--- src/rtl/olist_pkg.sv ---
// Package for the ordered list engine: command and status codes, and the
// control and flag structs passed between the top level and its storage cells.
// No dependencies.
package olist_pkg;

  // Widest position or count that any supported capacity needs (capacity up to 2047).
  localparam int POS_W  = 11;
  localparam int DATA_W = 32;

  typedef enum logic [2:0] {
    CMD_PUSH_FRONT = 3'd0,
    CMD_PUSH_BACK  = 3'd1,
    CMD_INSERT_AT  = 3'd2,
    CMD_DELETE_VAL = 3'd3,
    CMD_POP_FRONT  = 3'd4,
    CMD_POP_BACK   = 3'd5,
    CMD_COUNT      = 3'd6
  } command_t;

  localparam logic [2:0] ST_OK        = 3'd0;
  localparam logic [2:0] ST_EMPTY     = 3'd1;
  localparam logic [2:0] ST_NOT_FOUND = 3'd2;
  localparam logic [2:0] ST_BAD_POS   = 3'd3;
  localparam logic [2:0] ST_FULL      = 3'd4;

  // Broadcast control seen by every cell of the chain.
  typedef struct packed {
    logic              load;     // capture per-cell flags for a new request
    logic              ins_en;   // open a gap at ins_pos and write value there
    logic              del_en;   // cells flagged by del_shift take their right neighbor
    logic [POS_W-1:0]  ins_pos;
    logic [POS_W-1:0]  count;
    logic [DATA_W-1:0] value;
  } cell_ctrl_t;

  // Flags a cell captures when a request is loaded.
  typedef struct packed {
    logic match;  // holds an entry equal to the request value
    logic tail;   // is the last held entry
  } cell_flags_t;

endpackage

--- src/rtl/olist_cell.sv ---
// One storage cell of the ordered list chain.
// Depends on olist_pkg for the control and flag structs.
module olist_cell import olist_pkg::*; #(
  parameter int INDEX = 0
) (
  input  logic              clk,
  input  cell_ctrl_t        ctrl,
  input  logic [DATA_W-1:0] left_data,
  input  logic [DATA_W-1:0] right_data,
  input  logic              del_shift,
  output logic [DATA_W-1:0] data,
  output cell_flags_t       flags
);

  localparam logic [POS_W-1:0] MY_IDX  = POS_W'(INDEX);
  localparam logic [POS_W-1:0] MY_NEXT = POS_W'(INDEX + 1);

  // Flags are captured on load; the entry shifts or takes the new value on update.
  always_ff @(posedge clk) begin
    if (ctrl.load) begin
      flags.match <= (data == ctrl.value) && (MY_IDX < ctrl.count);
      flags.tail  <= (ctrl.count == MY_NEXT);
    end
    if (ctrl.ins_en) begin
      if (MY_IDX > ctrl.ins_pos) begin
        data <= left_data;
      end else if (MY_IDX == ctrl.ins_pos) begin
        data <= ctrl.value;
      end
    end else if (ctrl.del_en && del_shift) begin
      data <= right_data;
    end
  end

endmodule

--- config.mk ---
export PLATFORM = sky130hd
export DESIGN_NAME = olist_cell
export DESIGN_NICKNAME = d
export VERILOG_FILES = /design/src/rtl/olist_pkg.sv /design/src/rtl/olist_cell.sv
export SDC_FILE = /design/constraint.sdc
export NUM_CORES = 1
export LEC_CHECK = 0
export BUFFER_PORTS_ARGS = -buffer_cell sky130_fd_sc_hd__buf_2
export CORE_UTILIZATION = 30
export DETAILED_ROUTE_END_ITERATION = 12
export PLACE_DENSITY = 0.65
export REMOVE_ABC_BUFFERS = 1
export SLEW_MARGIN = 20
export SYNTH_ARGS = -nofsm -noshare
export SYNTH_HDL_FRONTEND = slang
export SYNTH_SLANG_ARGS = --single-unit
--- constraint.sdc ---
create_clock -name clk -period 4.2 [get_ports clk]
set_input_delay 0.84 -clock clk [delete_from_list [all_inputs] [get_ports clk]]
set_output_delay 0.84 -clock clk [all_outputs]
set_load 0.02 [all_outputs]
[Word level (Yosys, flattened, before mapping)]
Cells that the tools add are included.
Widths: inputs -> output; s select.
Word-level totals
  register bits: 34
  input port bits: 123
  output and inout bits: 34
Operators by class
  magnitude comparators: 2
  equality and inequality tests: 3
  multiplexer cells: 4
  reductions and logical operators: 5
Operator list (count)
  $mux 32: 4
  $eq 32x32->1: 1
  $eq 11x1->1 const B: 1
  $gt 1x11->1 const A: 1
  $logic_not 11->1: 1
  $lt 1x11->1 const A: 1
  $ne 3x1->1 const B: 1
  $logic_and 1x1->1: 2
  $reduce_and 2->1: 1
  $reduce_bool 2->1: 1

[Depth between registers and ports, before layout]
  word-level depth: 4
  gate-level depth with buffers: 4

[Least setup slack after synthesis]
No wires, ideal clock.
  path type: input -> register
  start point: input port ctrl[55] (netlist bit)
  end point: register data[0] (enable)
  library setup time: 0.466 ns
  arrival: 3.472 ns
  data required time: 3.734 ns
  path slack: 0.262 ns
  cell stages on the path: 3
  path through: buf_2 buf_2 o21ai_0
On the way
  cells in the longest elaborated chain, start to end: 2
RTL lines
  start, declared: RTL line olist_cell.sv:7  | input cell_ctrl_t ctrl,
  $ne 3x1->1 (no line) / $reduce_bool 2->1 (equally long branches)
  $reduce_and 2->1 (no line) (*)
  end signal, assigned: RTL line olist_cell.sv:26  | data <= left_data;
  end signal, assigned: RTL line olist_cell.sv:28  | data <= ctrl.value;
  end signal, assigned: RTL line olist_cell.sv:31  | data <= right_data;
  end, declared: RTL line olist_cell.sv:11  | output logic [DATA_W-1:0] data,
Every way passes the cells marked *; elsewhere a longest branch is shown, timed or not.
A chain may end at the register's enable or synchronous reset.

[Worst setup path in the final report]
  start point: input port ctrl[55] (netlist bit)
  end point: register data[30] (enable)
Same word-level chain as after synthesis.

==> results by group <==
Run status
  • Result of the run: completed

Worst setup path
  • Type of the worst setup path: in2reg
  • Cell-by-cell listing of the critical path: buf_2, nor4b_1, nand3_1, o21ai_4
  • R2r startpoint: data[26]$_DFFE_PP_
  • Depth of the worst register-to-register path: 4
  • Critical path arrival: approximately 2300 ps
  • Cell type of the slowest stage on the worst timing path: sky130_fd_sc_hd__buf_2
  • Capturing element type of the critical path: flop
  • Slowest stage delay, CP: about 610 ps
  • Kind of launch point of the worst setup path: input port
  • Worst-path fanout max: 34
  • Setup slack of the worst register-to-register path: approximately 2600 ps
  • Required time at the endpoint of the critical path: just over 4000 ps
  • End of the worst register-to-register path: flags[1]$_DFFE_PP_

Route
  • Number of antenna-violating nets in the routed design: 0
  • Count of unresolved DRC violations after routing: 0
  • DR WL/cell: approximately 13 µm
  • Initial drt markers: 51
  • Total vias in the final route: roughly 1500
  • Post-detailed-route via-to-cell ratio: approximately 4.5
  • Final Routed Wirelength: around 4.2 mm
  • Number of iterations in the first detailed-routing pass: 3

Run
  • Max Cap Viol: 0

Logic synthesis
  • Simple-Gate Fraction of Synth Area: under 10%
  • Cell types with the highest counts after synthesis: sky130_fd_sc_hd__edfxtp_1 (34), sky130_fd_sc_hd__mux2_2 (32), sky130_fd_sc_hd__xor2_1 (32)
  • Post-synthesis area per instance: ~15 µm²
  • Share of synthesized area spent on multiplexers: between 10% and 20%
  • Number of warnings reported in the yosys synthesis log: 0
  • Fraction of synthesized cell area taken by the top area cell type: between 50 and 60%
  • Number of different library cells in the post-synthesis netlist: 14
  • Post-Synth XOR/XNOR Area: 15.2%
  • EDFF count, synth: 34
  • Gate Count Post-Synth: about 130
  • Arithmetic-cell share of the synthesized area counting full adders, half adders and majority gates: 0%
  • Flip-flop and latch count after synthesis: 34
  • Synthesized cell area: about 0.0018 mm²
  • Most frequent cell after synthesis: sky130_fd_sc_hd__edfxtp_1
  • Leading post-synthesis cells by cell area: sky130_fd_sc_hd__edfxtp_1 (55%), sky130_fd_sc_hd__mux2_2 (20%), sky130_fd_sc_hd__xor2_1 (15%), sky130_fd_sc_hd__nor4_1 (2.7%), sky130_fd_sc_hd__nor4_2 (2.7%)
  • Compound-Gate Fraction of Synth Area: 0.272%
  • Sequential cell area fraction in the yosys report: 55.4%
  • Primary flip-flop cell chosen by synthesis mapping: sky130_fd_sc_hd__edfxtp_1
  • Dominant combinational cell family by area after synthesis: multiplexers
  • Cell type contributing the most total cell area after synthesis: sky130_fd_sc_hd__edfxtp_1
  • Asr flop ratio synth: 0%

Pwr
  • IR drop worst, VDD: ~0.10 mV
  • Power density over the cells: between 200 and 300 mW/mm²
  • Leak pwr: 1.13 nW
  • Sum of internal, switching and leakage power: 772 µW

Timing
  • Tightest Pin Transition: about 1000 ps
  • Worst slew slack as a fraction of its limit: a little under a third
  • Maximum clock frequency: around 410 MHz
  • Final Hold Viols: 0
  • Worst hold margin: roughly 790 ps
  • Tmin final: 2420 ps
  • Clock Skews: around 2.2 ps
  • Worst setup slack after layout: around 1800 ps
  • Final count of pins violating max slew: 0
  • Setup repair after global routing missed its margin: no
  • Final count of negative-setup-slack endpoints: 0
  • Portion of the clock cycle consumed by the worst path in the final layout: between 50% and 60%
  • Setup TNS: 0 ps

Clock tree
  • Count of buffers added by post-CTS timing repair for setup: 0
  • TritonCTS Buffers: 5
  • Gates resized, CTS repair: 0
  • Number of H-tree levels: 2
  • Register clock-pin slew on the reported worst setup and hold paths: approximately 60 ps
  • Cell chosen for the clock root: sky130_fd_sc_hd__clkbuf_8
  • Clock tree sinks: 34
  • Latest clock arrival within the worst-skew pair: between 200 and 300 ps
  • Max Buffers Root-to-Sink: 2
  • TritonCTS clock tree: built
  • Hold-fix buffers at CTS: 0

Die
  • Chip Width: roughly 80 µm
  • Initial cell density of the core: between 30% and 40%
  • Boundary Pins: about 160
  • Area enclosed by the die boundary: 0.00646 mm²
  • Floorplan Core Area: 0.00592 mm²
  • Vertical extent of the die: about 80 µm
  • Cell row count: 28

Hold path
  • Worst hold start: ctrl[56]
  • Worst Hold Class: in2reg
  • End point of the worst hold path: flags[1]$_DFFE_PP_
  • Cell count of the worst hold path: 1

Global route
  • Maximum number of pins on one net before global-route repair: 35
  • First-pass GRT wire length: ~6.5 mm
  • Global route total overflow: 0
  • Initial antenna violation count: 0
  • Via count of the first global-routing pass: about 1500
  • Global router's overall resource usage: 13.5%

Finish
  • Final #Nets: about 380
  • Filler cell count in the final layout: between 500 and 600
  • Filler-free cell count of the finished design: around 330
  • Area grow syn2layout: 42.3%
  • Antenna diodes: 0
  • Ratio of cells with drive above 1 in the final layout: 65.9%

Placed design
  • Detailed Place HPWL: roughly 3.3 mm
  • Final weighted congestion in routability-driven placement: roughly 0.73
  • # placed instances: around 320
  • Pre-CTS setup slack: roughly 1400 ps
  • Buffers added on ports: between 100 and 150
==> cell type report <==
type	count	area, µm²	area share [%]
multi-input cells	87	808	30.9
repair buffers	124	621	23.7
well taps	75	93.8	3.58
inverters	1	3.75	0.143
clock buffers	5	68.8	2.63
clock inverters	1	3.75	0.143
flip-flops and latches	34	1020	39.0
==> cell families (layout without fill, tap and decap cells) <==
logic type      count (synthesis)  in the layout
flops                          34             34
xor+xnor                       32             32
mux                            32             32
simple gates                   22             22
buf+inv                         5            131
compound gates                  1              1
==> how the worst max path moves through the flow <==
stage | slack [ps] | cells after the start | endpoint | start
3_3_place_gp | 1430 | 4 | data[5]$_DFFE_PP_ | ctrl[55]
6_report | 1780 | 4 | data[30]$_DFFE_PP_ | ctrl[55]
5_1_grt | 1590 | 4 | data[31]$_DFFE_PP_ | ctrl[55]
3_5_place_dp | 1430 | 4 | data[16]$_DFFE_PP_ | ctrl[55]
2_1_floorplan | 570 | 2 | data[0]$_DFFE_PP_ | ctrl[54]
4_1_cts | 1730 | 4 | data[22]$_DFFE_PP_ | ctrl[55]
==> report_power, final <==
group / switching [mW] / internal, mW / total [mW]
logic: 0.0734 / 0.0770 / 0.150
clock network: 0.108 / 0.108 / 0.216
registers: 0.00987 / 0.396 / 0.406
==> critical path, delay by kind of cell <==
kind | cells | cell delay (ps)
buffers and inverters | 1 | 610
AND/OR/NAND/NOR | 2 | 460
AO/OA/AOI/OAI | 1 | 400
==> through the flow <==
| step | instance area (µm²) | util, % |
|---|---|---|
| after floorplan | 1820 | - |
| after global placement | 2550 | 43.0 |
| after detailed placement | 2550 | 43.0 |
| after CTS | 2620 | 44.3 |
| after global routing | 2620 | 44.3 |
| final | 2620 | 44.3 |
==> layout by cell type, fill, tap and decap left out <==
cell / netlist / final
sky130_fd_sc_hd__buf_2: 4 / 124
sky130_fd_sc_hd__clkbuf_8: 0 / 5
sky130_fd_sc_hd__clkinv_1: 0 / 1
sky130_fd_sc_hd__edfxtp_1: 34 / 34
sky130_fd_sc_hd__inv_1: 1 / 1
sky130_fd_sc_hd__mux2_2: 32 / 32
sky130_fd_sc_hd__nand2_1: 1 / 1
sky130_fd_sc_hd__nand3_1: 2 / 2
sky130_fd_sc_hd__nand4_1: 2 / 2
sky130_fd_sc_hd__nor2_1: 3 / 3
sky130_fd_sc_hd__nor3_1: 1 / 1
sky130_fd_sc_hd__nor4_1: 8 / 8
sky130_fd_sc_hd__nor4_2: 4 / 4
sky130_fd_sc_hd__nor4b_1: 1 / 1
sky130_fd_sc_hd__o21ai_4: 0 / 1
sky130_fd_sc_hd__xor2_1: 32 / 32
==> metal layers <==
metal  vias to the layer above  wire [µm]  global-route usage (%)  share of wire, %
li1                        726          -                       -                 -
met1                       653       1750                    15.0                42
met2                        73       2000                    22.7                48
met3                        10        332                    3.98               8.0
met4                         0         93                    7.50               2.2
met5                         -          0                       0                 0
==> flip-flops by register name, indices dropped and copies added, names as in the netlist <==
signal,cells
data,32
flags,2
No activity file was read; power rests on OpenSTA's default activity.
